==> config.mk <==
export PLATFORM = sky130hd
export DESIGN_NAME = gplp_control
export DESIGN_NICKNAME = d
export VERILOG_FILES = /design/src/sv/gplp_pkg.sv /design/src/sv/gplp_control.sv
export SDC_FILE = /design/constraint.sdc
export NUM_CORES = 1
export LEC_CHECK = 0
export BUFFER_PORTS_ARGS = -buffer_cell sky130_fd_sc_hd__buf_4
export CAP_MARGIN = 20
export CORE_AREA = 2 2 39 41
export DETAILED_ROUTE_END_ITERATION = 7
export DIE_AREA = 0 0 41 43
export PLACE_DENSITY = 0.8
export SETUP_SLACK_MARGIN = 0.1
export SKIP_LAST_GASP = 1
export SLEW_MARGIN = 10
export SYNTH_ARGS = -nofsm -noshare
export SYNTH_HDL_FRONTEND = slang
export SYNTH_SLANG_ARGS = --single-unit
export TNS_END_PERCENT = 5
==> constraint.sdc <==
create_clock -name clock -period 1.9 [get_ports clock]
set_clock_uncertainty 0.2 [all_clocks]
set_input_delay 0.095 -clock clock [delete_from_list [all_inputs] [get_ports clock]]
set_output_delay 0.095 -clock clock [all_outputs]
set_load 0.05 [all_outputs]
==> src/sv/gplp_pkg.sv <==
// package for the grid piecewise linear predictor
// holds sizes, operation codes and the request / response structs; no dependencies
package gplp_pkg;

   localparam int NumFeatures = 4;
   localparam int NumDividers = 3;
   localparam int CoefSlots   = NumFeatures + 1;
   localparam int Radix       = NumDividers + 1;
   localparam int NumCells    = (Radix ** NumFeatures >= 256) ? 256 : Radix ** NumFeatures;
   localparam int CoefDepth   = NumCells * CoefSlots;
   localparam int DivDepth    = NumFeatures * NumDividers;
   localparam int CoefAddrW   = $clog2(CoefDepth);
   localparam int DivAddrW    = (DivDepth > 1) ? $clog2(DivDepth) : 1;
   localparam int FeatW       = (NumFeatures > 1) ? $clog2(NumFeatures) : 1;
   localparam int BucketW     = $clog2(NumDividers + 1);
   // each shifted product reaches 2^46; up to 4 of them plus the offset
   localparam int SumW        = 52;

   typedef enum logic [1:0] {
      OP_WRITE_DIVIDER = 2'd0,
      OP_WRITE_COEFF   = 2'd1,
      OP_FEED          = 2'd2,
      OP_UNUSED        = 2'd3
   } op_type;

   typedef struct packed {
      logic [1:0]         operation;
      logic [2:0]         feature_index;
      logic [2:0]         divider_index;
      logic [7:0]         cell_index;
      logic [3:0]         coeff_index;
      logic signed [31:0] value;
   } req_type;

   typedef struct packed {
      logic signed [31:0] prediction;
      logic [7:0]         cell_number;
      logic               cell_known;
      logic               saturated;
   } rsp_type;

   // controller commands to the datapath
   typedef struct packed {
      logic              capture;    // register incoming item
      logic              div_write;
      logic              coef_write;
      logic              feed;       // bucket compare and buffer write
      logic              clear_acc;
      logic              mac_read;   // read coefficient/feature at index
      logic              mac_add;    // accumulate product of previous read
      logic [3:0]        mac_index;
      logic              finish;     // saturate and present result
   } cmd_type;

   typedef struct packed {
      logic is_last;      // fed feature is the last one
      logic known;        // cell of the sample is known
      logic valid_write;  // write is in range
      logic valid_feed;
   } status_type;

endpackage

==> src/sv/gplp_control.sv <==
// controller state machine sequencing writes, feeds and the multiply-accumulate
// depends on gplp_pkg
module gplp_control (
   input  logic                 clock,
   input  logic                 reset,
   input  logic                 start,
   input  logic [1:0]           operation,
   input  logic                 offset_enable,
   input  gplp_pkg::status_type status,
   output gplp_pkg::cmd_type    cmd,
   output logic                 busy,
   output logic                 rsp_valid
);

   typedef enum logic [2:0] {
      S_IDLE, S_EXEC, S_MAC, S_DRAIN1, S_DRAIN2, S_FINISH
   } state_type;

   state_type state_ff, state_in;
   logic [1:0] op_ff;
   logic [3:0] idx_ff, idx_in;
   logic [3:0] last_idx;
   logic rsp_valid_ff, rsp_valid_in;

   assign last_idx = offset_enable ? 4'(gplp_pkg::NumFeatures)
                                   : 4'(gplp_pkg::NumFeatures - 1);

   always_comb begin
      cmd = '0;
      state_in = state_ff;
      idx_in = idx_ff;
      rsp_valid_in = 1'b0;
      cmd.mac_index = idx_ff;
      unique case (state_ff)
         S_IDLE: begin
            cmd.capture = start;
            if (start) state_in = S_EXEC;
         end
         S_EXEC: begin
            state_in = S_IDLE;
            unique case (gplp_pkg::op_type'(op_ff))
               gplp_pkg::OP_WRITE_DIVIDER: cmd.div_write = status.valid_write;
               gplp_pkg::OP_WRITE_COEFF:   cmd.coef_write = status.valid_write;
               gplp_pkg::OP_FEED: begin
                  cmd.feed = status.valid_feed;
                  if (status.valid_feed && status.is_last) begin
                     state_in = S_MAC;
                     idx_in = '0;
                     cmd.clear_acc = 1'b1;
                  end
               end
               default: ;
            endcase
         end
         S_MAC: begin
            cmd.mac_read = 1'b1;
            idx_in = idx_ff + 4'd1;
            if (idx_ff == last_idx) state_in = S_DRAIN1;
         end
         S_DRAIN1: state_in = S_DRAIN2;
         S_DRAIN2: state_in = S_FINISH;
         S_FINISH: begin
            cmd.finish = 1'b1;
            rsp_valid_in = 1'b1;
            state_in = S_IDLE;
         end
         default: state_in = S_IDLE;
      endcase
   end

   always_ff @(posedge clock) begin
      if (reset) begin
         state_ff <= S_IDLE;
         idx_ff <= '0;
         op_ff <= '0;
         rsp_valid_ff <= 1'b0;
      end else begin
         state_ff <= state_in;
         idx_ff <= idx_in;
         if (cmd.capture) op_ff <= operation;
         rsp_valid_ff <= rsp_valid_in;
      end
   end

   assign busy = (state_ff != S_IDLE);
   assign rsp_valid = rsp_valid_ff;

endmodule

==> results by group, run 1 <==
Power
  • Power per cell area: 587 nW/um^2
  • Cell leakage power: 0.364 nW
  • Worst IR drop on VDD: 0.388 mV

Place
  • Final weighted congestion of routability-driven global placement: 0.742
  • Count of placed standard cells including taps: 95
  • Placed cell area: 747 um^2
  • Port-buffer cells: 21
  • HPWL Detailed: 942 um

Critical path
  • CP arrival: 1.47 ns
  • Req. time, crit path: 1.60 ns
  • Crit path capture type: output port
  • Setup CP Type: reg2out
  • Critical-path maximum fanout: 5
  • Critical path launch point type: register

Synth
  • Share of synthesized area occupied by flip-flops and latches: 35.2%
  • Flops & latches, synth: 10
  • Cell variety after synth: 34
  • Count of yosys warnings during synthesis: 0
  • Ranking of synthesized cells by area: sky130_fd_sc_hd__dfxtp_1, sky130_fd_sc_hd__a211oi_2, sky130_fd_sc_hd__buf_4
  • Post-Synthesis Net Count: 73
  • Number of standard cells after synthesis: 62
  • Post-synthesis instance area: 569 um^2
  • Fraction of synthesized cell area taken by the top area cell type: 35.2%
  • Cell type with the largest total area after synthesis: sky130_fd_sc_hd__dfxtp_1
  • Post-synthesis average cell area: 9.18 um^2

Timing
  • Maximum clock frequency: 566 MHz
  • Min cycle time layout: 1.77 ns
  • Worst slack on hold paths: 0.0190 ns
  • Setup repair after global routing missed its margin: true
  • Share of the clock period used by the worst path after layout: 93.0%
  • Final count of pins violating max slew: 0
  • Hold Violations, Final: 0
  • Final setup fails: 0

Final layout
  • Final Util: 60.5%
  • Share of layout cells above drive strength 1: 42.0%
  • Non-Filler Instances: 104
  • Synth-to-Final Area Change: 47.0%
  • Final instance area: 837 um^2
  • Number of inserted diodes: 0
  • Layout net count: 100

GRT
  • Number of antenna violations at the first check in global routing: 0
  • GR Overflow Total: 0
  • Most used routing layer: met2
  • Met2 Track Usage GR: 25.6%
  • Met3 GRT Util: 3.14%
  • Pin count of the biggest net entering global routing: 11
  • Fraction of met1 tracks used by global routing: 20.3%
  • Via count of the first global-routing pass: 511
  • GRT Overall Usage: 17.0%
  • Wire length of the first global-routing pass: 2000 um

Floorplanning
  • X dimension of the die: 41 um
  • Total Die Area: 1760 um^2
  • Number of placement rows: 14
  • Num ports: 24
  • Die Span Y: 43 um
  • Placeable core region: 1380 um^2
  • Initial core utilization: 41.1%

Route
  • Final routed wirelength across all metal layers: 1240 um
  • Total via count in the routed design: 556
  • Post-detailed-route wirelength per cell: 11.9 um
  • Number of nets with antenna violations after detailed routing: 0
  • Average via count per standard cell: 5.35
  • Number of search-and-repair iterations in the first detailed-routing pass: 4
  • DRC Markers: 0
  • DRT iter0 DRCs: 9

Clock network
  • Root cell of the clock tree: sky130_fd_sc_hd__clkbuf_4
  • Total CTS buffers: 3
  • Sink count of the clock tree: 10
  • Clk Latency, worst-skew pair: 0.26 ns
  • Max Root-Sink Buffers: 2
  • TritonCTS clock tree: built
  • Number of H-tree levels: 1
  • Clock transition at the registers of the reported paths: 0.06 ns

Flow run
  • Max capacitance violation total: 0

Outcome
  • Status: completed

Hold path
  • Hold crit path type: in2reg
path summary, 6_finish.rpt:
path            startpoint           to  slack (ns)  cells after the start
min reg2reg       op_ff[0]     op_ff[0]        0.39                      2
max            state_ff[0]       cmd[9]        0.13                      3
min          offset_enable  state_ff[0]        0.02                      4
max reg2reg    state_ff[1]    idx_ff[3]        0.31                      4
cells in the mapped netlist:
library cell                number
sky130_fd_sc_hd__clkbuf_1        2
sky130_fd_sc_hd__nor4_1          1
sky130_fd_sc_hd__nor3b_1         1
sky130_fd_sc_hd__a41oi_1         1
sky130_fd_sc_hd__a211oi_2        2
sky130_fd_sc_hd__nand2_1         3
sky130_fd_sc_hd__conb_1          1
sky130_fd_sc_hd__nor4b_1         1
sky130_fd_sc_hd__nor2_1          6
sky130_fd_sc_hd__o31ai_1         1
sky130_fd_sc_hd__o21ai_0         1
sky130_fd_sc_hd__inv_1           2
sky130_fd_sc_hd__o21bai_1        1
sky130_fd_sc_hd__o21ai_2         1
sky130_fd_sc_hd__nand4b_1        1
sky130_fd_sc_hd__nor3_1          1
sky130_fd_sc_hd__nand3b_1        2
sky130_fd_sc_hd__o2111ai_1       1
sky130_fd_sc_hd__buf_4           3
sky130_fd_sc_hd__nor4bb_1        2
sky130_fd_sc_hd__o21a_1          1
sky130_fd_sc_hd__a21oi_1         3
sky130_fd_sc_hd__inv_2           1
sky130_fd_sc_hd__ha_1            1
sky130_fd_sc_hd__or3b_1          2
sky130_fd_sc_hd__nor4b_2         1
sky130_fd_sc_hd__or3_1           1
sky130_fd_sc_hd__and2_1          1
sky130_fd_sc_hd__dfxtp_1        10
sky130_fd_sc_hd__mux2i_1         2
sky130_fd_sc_hd__buf_6           2
sky130_fd_sc_hd__a41o_1          1
sky130_fd_sc_hd__o211ai_1        1
sky130_fd_sc_hd__a211oi_1        1
layer usage:
| layer | part of all wire [%] | routed length [um] |
|---|---|---|
| met5 | 0 | 0 |
| met4 | 2.9 | 36 |
| met3 | 4.5 | 56 |
| met2 | 52 | 640 |
| met1 | 41 | 506 |
kinds of logic after synthesis:
| kind of cell | count (synthesis) | synth area share (%) |
|---|---|---|
| compound gates | 15 | 20.9 |
| mux | 2 | 3.52 |
| simple gates | 23 | 26.4 |
| flops | 10 | 35.2 |
| fa+ha+maj | 1 | 2.20 |
| buf+inv | 10 | 11.2 |
| other cells | 1 | 0.659 |
worst max-delay path, cell delays in order, from the launching register on:
cell	delay, ns
sky130_fd_sc_hd__dfxtp_1	0.35
sky130_fd_sc_hd__or3b_4	0.43
sky130_fd_sc_hd__nor4b_4	0.23
sky130_fd_sc_hd__buf_6	0.19
layout make-up:
class | count | area (um^2)
repair buffers | 29 | 231
flip-flops and latches | 10 | 200
clock buffers | 4 | 36.3
multi-input cells | 42 | 338
well taps | 16 | 20.0
inverters | 3 | 11.3
fillers | 126 | 547
placed cells by master, fill, tap and decap left out, types with 2 or more instances in the layout:
cell type and count:
sky130_fd_sc_hd__nand2_1 3, sky130_fd_sc_hd__nor4bb_1 2, sky130_fd_sc_hd__a21oi_1 3, sky130_fd_sc_hd__dfxtp_1 10, sky130_fd_sc_hd__a211oi_2 2, sky130_fd_sc_hd__buf_4 24
sky130_fd_sc_hd__nand3b_1 2, sky130_fd_sc_hd__dlygate4sd3_1 4, sky130_fd_sc_hd__inv_1 2, sky130_fd_sc_hd__nor4b_4 2, sky130_fd_sc_hd__mux2i_1 2, sky130_fd_sc_hd__clkbuf_4 3
sky130_fd_sc_hd__nor2_1 6
power by group:
part | leakage (nW) | internal [mW] | switching (mW)
Clock | 0.0210 | 0.116 | 0.0712
Combinational | 0.262 | 0.0390 | 0.0452
Sequential | 0.0811 | 0.214 | 0.00579
metrics by stage:
stage | setup TNS (ns) | total power, mW | setup slack, ns
3_5_place_dp | 0 | 0.299 | 0.287
4_1_cts | 0 | 0.501 | 0.109
3_3_place_gp | 0 | 0.298 | 0.312
5_1_grt | 0 | 0.520 | 0.0794
2_1_floorplan | -0.429 | 0.275 | -0.264
6_report | 0 | 0.491 | 0.133
registers in the layout, indices dropped and copies added, names as in the netlist:
| register | count |
|---|---|
| idx_ff | 4 |
| rsp_valid | 1 |
| state_ff | 3 |
| op_ff | 2 |
what timing repair did:
item,4_1_cts,5_1_grt
endpoints found under the setup margin,2,3
buffers inserted,1,0
resized for setup,2,0
hold buffers,4,0
hold endpoints to repair,10,0
No activity file was read; power rests on OpenSTA's default activity.
==> run 2: changes to the inputs <==
--- a/config.mk
+++ b/config.mk
@@ -8,3 +8,3 @@
 export BUFFER_PORTS_ARGS = -buffer_cell sky130_fd_sc_hd__buf_4
-export CAP_MARGIN = 20
+export CAP_MARGIN = 10
 export CORE_AREA = 2 2 39 41
==> constraint.sdc (replaced) <==
create_clock -name clock -period 1.9 [get_ports clock]
set_clock_uncertainty 0.2 [all_clocks]
set_input_delay 0.19 -clock clock [delete_from_list [all_inputs] [get_ports clock]]
set_output_delay 0.19 -clock clock [all_outputs]
set_load 0.05 [all_outputs]
==> run 2 against run 1 <==
Compared with the run above: global-route usage grew 0.52 points; sequential power is essentially flat; die area is the same; design area shrank 0.75%; first-iteration DRC count shrank 56%; critical path type unchanged; largest power group unchanged; highest routed layer unchanged.
==> results by group, run 2 (synthesized netlist as in run 1, its figures left out) <==
Route
  • Post-detailed-route wirelength per cell: 12.6 um (+5.7%)
  • Average via count per standard cell: 5.30 (-0.79%)
  • DRT iter0 DRCs: 4 (-5)
  • Total via count in the routed design: 541 (-2.7%)
  • Number of nets with antenna violations after detailed routing: 0 (unchanged)
  • DRC Markers: 0 (unchanged)
  • Final routed wirelength across all metal layers: 1290 um (+3.6%)
  • Number of search-and-repair iterations in the first detailed-routing pass: 4 (unchanged)

Final layout
  • Most flops, register: idx_ff
  • Non-Filler Instances: 102 (-1.9%)
  • Leading cell type in the layout, fill and taps excluded: sky130_fd_sc_hd__buf_4
  • Most frequent cells in the layout: sky130_fd_sc_hd__buf_4, sky130_fd_sc_hd__dfxtp_1, sky130_fd_sc_hd__nor2_1
  • Final Util: 60.0% (-0.45 points)
  • Synth-to-Final Area Change: 45.9%
  • Layout net count: 99 (-1.0%)
  • Largest registers: idx_ff (4), state_ff (3), op_ff (2)
  • Share of layout cells above drive strength 1: 43.0% (+0.98 points)
  • Number of inserted diodes: 0 (unchanged)
  • Number of flip-flops in the largest register: 4 (unchanged)
  • Number of inserted filler cells in the final layout: 126 (unchanged)

Critical path
  • Crit path capture type: output port
  • Critical path launch point type: register
  • Critical-path maximum fanout: 6 (+1)
  • Slowest cell delay on critical path: 0.44 ns (about the same)
  • CP arrival: 1.48 ns (about the same)
  • Req. time, crit path: 1.51 ns (-0.09 ns)
  • Cell Chain, Critical Path: or3b_4, nor4b_4, buf_6
  • Setup CP Type: reg2out
  • R2R depth: 5 (+1)
  • Master of the slowest instance on the critical path: sky130_fd_sc_hd__or3b_4

GRT
  • GR Overflow Total: 0 (unchanged)
  • Via count of the first global-routing pass: 483 (-5.5%)
  • Pin count of the biggest net entering global routing: 11 (unchanged)
  • GRT Overall Usage: 17.5% (+0.52 points)
  • Wire length of the first global-routing pass: 2010 um (+0.30%)
  • Number of antenna violations at the first check in global routing: 0 (unchanged)

Power
  • Net switching share of the total power: 28.7% (+3.8 points)
  • Switching power: 0.131 mW (+7.1%)
  • Worst IR drop on VDD: 0.357 mV (-8.1%)
  • Pwr Total: 0.457 mW (-7.0%)
  • Internal power consumption: 0.326 mW (-12%)
  • Clock power share: 33.3% (-4.8 points)
  • Cell leakage power: 0.357 nW (-2.0%)
  • Seq pwr share: 48.2% (+3.5 points)
  • Power per cell area: 550 nW/um^2 (-6.3%)
  • Share of total power in combinational logic: 18.5% (+1.4 points)

Clock network
  • Root cell of the clock tree: sky130_fd_sc_hd__clkbuf_4
  • Clock transition at the registers of the reported paths: 0.06 ns (about the same)
  • Clk Latency, worst-skew pair: 0.27 ns (about the same)
  • Max Root-Sink Buffers: 2 (unchanged)
  • Number of H-tree levels: 1 (unchanged)
  • Total CTS buffers: 3 (unchanged)
  • TritonCTS clock tree: built
  • Sink count of the clock tree: 10 (unchanged)

Timing
  • Final count of pins violating max slew: 0 (unchanged)
  • Min cycle time layout: 1.87 ns (+0.106 ns)
  • Final setup fails: 0 (unchanged)
  • Hold Violations, Final: 0 (unchanged)
  • Worst slack on hold paths: 0.0717 ns (+0.0526 ns)
  • Maximum clock frequency: 534 MHz (-5.7%)
  • Setup repair after global routing missed its margin: true
  • Minimum setup slack in the final design: 0.0269 ns (-0.106 ns)
  • Share of the clock period used by the worst path after layout: 98.6% (+5.6 points)

Place
  • Final weighted congestion of routability-driven global placement: 0.758 (+2.2%)
  • Port-buffer cells: 21 (unchanged)
  • Count of placed standard cells including taps: 95 (unchanged)
  • HPWL Detailed: 945 um (+0.35%)
  • Worst Setup Slack post-DPL: 0.173 ns (-0.114 ns)

Flow run
  • Max capacitance violation total: 0 (unchanged)

Floorplanning
  • Num ports: 24 (unchanged)
  • Number of placement rows: 14 (unchanged)
  • X dimension of the die: 41 um (unchanged)
  • Total Die Area: 1760 um^2 (unchanged)
  • Initial core utilization: 41.1% (unchanged)
  • Placeable core region: 1380 um^2 (unchanged)
  • Die Span Y: 43 um (unchanged)

Hold path
  • Hold crit path type: in2reg
  • Hold-critical path depth: 3 (-1)

Outcome
  • Status: completed
==> run 2: final timing paths <==
kind,from,end,slack [ns]
min,start,state_ff[0],0.07
max,state_ff[0],cmd[9],0.03
min reg2reg,state_ff[0],state_ff[0],0.40
max reg2reg,state_ff[2],idx_ff[3],0.25
==> run 2: power by group through the flow <==
stage | logic [mW] | registers, mW | clock network, mW
after CTS | 0.0833 | 0.221 | 0.154
after global routing | 0.0906 | 0.221 | 0.159
final | 0.0844 | 0.220 | 0.152
after floorplan | 0.0508 | 0.226 | 0
after detailed placement | 0.0767 | 0.225 | 0
after global placement | 0.0751 | 0.225 | 0
==> run 2: what timing repair did <==
item / 4_1_cts / 5_1_grt
gates resized for setup: 3 / 2
hold buffers: 3 / 0
pin swaps: 0 / 0
endpoints found under the hold margin: 9 / 0
buffers inserted: 0 / 1
endpoints found under the setup margin: 5 / 6
==> run 2: area by class of cell <==
cell class	count	area (um^2)	share of cell area (%)
clock buffers	3	22.5	2.71
inverters	3	13.8	1.66
multi-input cells	42	349	42.0
flip-flops and latches	10	200	24.1
well taps	16	20.0	2.41
repair buffers	28	225	27.1
==> run 2: critical path: cells and delay by family (launching register included) <==
family	cells	cell delay [ns]
DFF	1	0.34
and+or+nand+nor	2	0.68
buffers and inverters	1	0.19
==> run 2: metrics by stage <==
stage / area (um^2) / TNS [ns]
after floorplan: 608 / -0.577
after global placement: 756 / 0
after detailed placement: 756 / 0
after CTS: 817 / 0
after global routing: 831 / -0.0175
final: 831 / 0
==> run 2: metal layers <==
| layer | global-route usage (%) | wire length [um] | vias to the layer above |
|---|---|---|---|
| met3 | 3.14 | 46 | 5 |
| met5 | 0 | 0 | - |
| met2 | 24.1 | 645 | 14 |
| met4 | 16.0 | 55 | 0 |
| met1 | 21.7 | 538 | 248 |
| li1 | - | - | 274 |
==> run 3: changes to the inputs <==
- CORE_AREA: 2 2 39 41 -> unset
- CORE_MARGIN: unset -> 2
- CORE_UTILIZATION: unset -> 35
- DIE_AREA: 0 0 41 43 -> unset
- PLACE_DENSITY: 0.8 -> 0.69
- clock period: 1.9 -> 2.3 ns (I/O delays scaled with it)
==> run 3 against run 2 <==
Compared with the run above: via count decreased by 3.5%; total power decreased by 10%; non-clock buffer count is 5 lower; die area rose by 11%; first-iteration DRC count increased by 75%; design area down 6.8%; clock-buffer cell count increased by 1; flip-flop and latch count is the same; global-route usage fell by 3.6 points; worst setup slack improved by 0.18 ns.
==> results by group, run 3 (synthesized netlist as in run 1, its figures left out) <==
Place
  • Count of placed standard cells including taps: 92 (-3.2%)
  • HPWL Detailed: 876 um (-7.3%)
  • Port-buffer cells: 21 (unchanged)
  • Worst Setup Slack post-DPL: 0.422 ns (+0.249 ns)
  • Final weighted congestion of routability-driven global placement: 0.707 (-6.8%)
  • Placed cell area: 716 um^2 (-5.3%)

Timing
  • Setup repair after global routing missed its margin: false
  • Sum of negative setup slack: 0 ns (unchanged)
  • Maximum clock frequency: 477 MHz
  • Share of the clock period used by the worst path after layout: 91.2%
  • Final setup fails: 0 (unchanged)
  • Final count of pins violating max slew: 0 (unchanged)
  • Minimum setup slack in the final design: 0.202 ns (+0.175 ns)
  • Hold Violations, Final: 0 (unchanged)
  • Min cycle time layout: 2.10 ns
  • Worst slack on hold paths: 0.0131 ns (-0.0586 ns)

Route
  • Number of nets with antenna violations after detailed routing: 0 (unchanged)
  • Average via count per standard cell: 5.33 (+0.43%)
  • Final routed wirelength across all metal layers: 1260 um (-2.2%)
  • DRT iter0 DRCs: 7 (+3)
  • Number of search-and-repair iterations in the first detailed-routing pass: 3 (-1)
  • Post-detailed-route wirelength per cell: 12.8 um (+1.8%)
  • Total via count in the routed design: 522 (-3.5%)
  • DRC Markers: 0 (unchanged)

Final layout
  • Layout net count: 94 (-5.1%)
  • Non-Filler Instances: 98 (-3.9%)
  • Largest registers: idx_ff (4), state_ff (3), op_ff (2)
  • Final instance area: 774 um^2 (-6.8%)
  • Synth-to-Final Area Change: 36.0%
  • Share of layout cells above drive strength 1: 40.2% (-2.8 points)
  • Number of inserted diodes: 0 (unchanged)
  • Number of flip-flops in the largest register: 4 (unchanged)
  • Final Util: 50.8% (-9.2 points)
  • Most frequent cells in the layout: sky130_fd_sc_hd__buf_4, sky130_fd_sc_hd__dfxtp_1, sky130_fd_sc_hd__nor2_1
  • Most flops, register: idx_ff
  • Leading cell type in the layout, fill and taps excluded: sky130_fd_sc_hd__buf_4

Power
  • Seq pwr share: 44.7% (-3.5 points)
  • Pwr Total: 0.409 mW (-10%)
  • Clock power share: 40.6% (+7.3 points)
  • Switching power: 0.110 mW (-16%)
  • Share of total power in combinational logic: 14.7% (-3.8 points)
  • Internal power consumption: 0.299 mW (-8.3%)
  • Cell leakage power: 0.328 nW (-7.9%)
  • Power per cell area: 528 nW/um^2 (-3.9%)
  • Net switching share of the total power: 26.9% (-1.7 points)
  • Worst IR drop on VDD: 0.361 mV (+1.1%)

Clock network
  • TritonCTS clock tree: built
  • Number of H-tree levels: 1 (unchanged)
  • Clk Latency, worst-skew pair: 0.28 ns (about the same)
  • Clock transition at the registers of the reported paths: 0.07 ns (about the same)
  • Root cell of the clock tree: sky130_fd_sc_hd__clkbuf_4
  • Total CTS buffers: 3 (unchanged)
  • Sink count of the clock tree: 10 (unchanged)
  • Max Root-Sink Buffers: 2 (unchanged)

Critical path
  • R2R depth: 4 (-1)
  • Critical path launch point type: register
  • Slowest cell delay on critical path: 0.48 ns (+0.04 ns)
  • Reg-to-reg critical path startpoint: state_ff[1]
  • Critical-path maximum fanout: 8 (+2)
  • Crit path capture type: output port
  • Reg-to-reg setup timing slack: 0.53 ns (+0.28 ns)
  • Worst r2r dst: idx_ff[3]
  • Req. time, crit path: 1.87 ns (+0.36 ns)
  • Master of the slowest instance on the critical path: sky130_fd_sc_hd__or3b_4
  • CP arrival: 1.67 ns (+0.19 ns)
  • Setup CP Type: reg2out
  • Cell Chain, Critical Path: or3b_4, nor4b_4, buf_4

Floorplanning
  • Placeable core region: 1520 um^2 (+10%)
  • Num ports: 24 (unchanged)
  • Number of placement rows: 14 (unchanged)
  • X dimension of the die: 44.3 um (+8.1%)
  • Die Span Y: 44.3 um (+3.1%)
  • Total Die Area: 1970 um^2 (+11%)
  • Initial core utilization: 37.4% (-3.8 points)

Outcome
  • Status: completed

GRT
  • Via count of the first global-routing pass: 439 (-9.1%)
  • Pin count of the biggest net entering global routing: 11 (unchanged)
  • GR Overflow Total: 0 (unchanged)
  • Number of antenna violations at the first check in global routing: 0 (unchanged)
  • GRT Overall Usage: 13.9% (-3.6 points)
  • Wire length of the first global-routing pass: 1980 um (-1.3%)

Flow run
  • Max capacitance violation total: 0 (unchanged)

Hold path
  • Endpoint with the worst hold slack: state_ff[2]
  • Hold crit path type: in2reg
  • Worst hold path startpoint: reset
  • Hold-critical path depth: 2 (-1)
-- run 3: layer usage --
layer	vias to the layer above	global-route usage (%)	part of all wire, %
met4	0	10.9	3.0
met3	4	1.22	4.5
li1	266	-	-
met2	18	18.5	44
met5	-	0	0
met1	234	20.2	48
-- run 3: layout make-up --
cell class              instances  area [um^2]
flip-flops and latches         10          200
inverters                       3         11.3
fillers                       138          749
well taps                      16         20.0
repair buffers                 23          178
clock buffers                   4         36.3
multi-input cells              42          329
-- run 3: worst max-delay path by stage --
stage | endpoint | slack, ns | cells after the start | from
floorplan | cmd[10] | 0.03 | 4 | state_ff[2]
global placement | cmd[9] | 0.42 | 3 | state_ff[0]
detailed placement | cmd[9] | 0.42 | 3 | state_ff[0]
CTS | cmd[9] | 0.10 | 3 | state_ff[0]
global route | cmd[9] | 0.13 | 3 | state_ff[0]
finish | cmd[9] | 0.20 | 3 | state_ff[0]
-- run 3: repair_timing --
action / CTS / global route
setup buffers: 0 / 0
hold buffers: 2 / 0
hold endpoints to repair: 2 / 0
resized for setup: 0 / 1
setup endpoints to repair: 0 / 2
-- run 3: power by group through the flow --
stage | logic, mW | registers [mW] | clock network (mW)
2_1_floorplan | 0.0396 | 0.186 | 0
3_3_place_gp | 0.0560 | 0.187 | 0
3_5_place_dp | 0.0570 | 0.187 | 0
4_1_cts | 0.0597 | 0.183 | 0.168
5_1_grt | 0.0641 | 0.184 | 0.176
6_report | 0.0603 | 0.183 | 0.166
-- run 3: worst max-delay path: cells and delay by family, from the launching register on --
kind / cells / cell delay, ns
AND/OR/NAND/NOR: 2 / 0.70
flip-flops: 1 / 0.46
buffers and inverters: 1 / 0.23
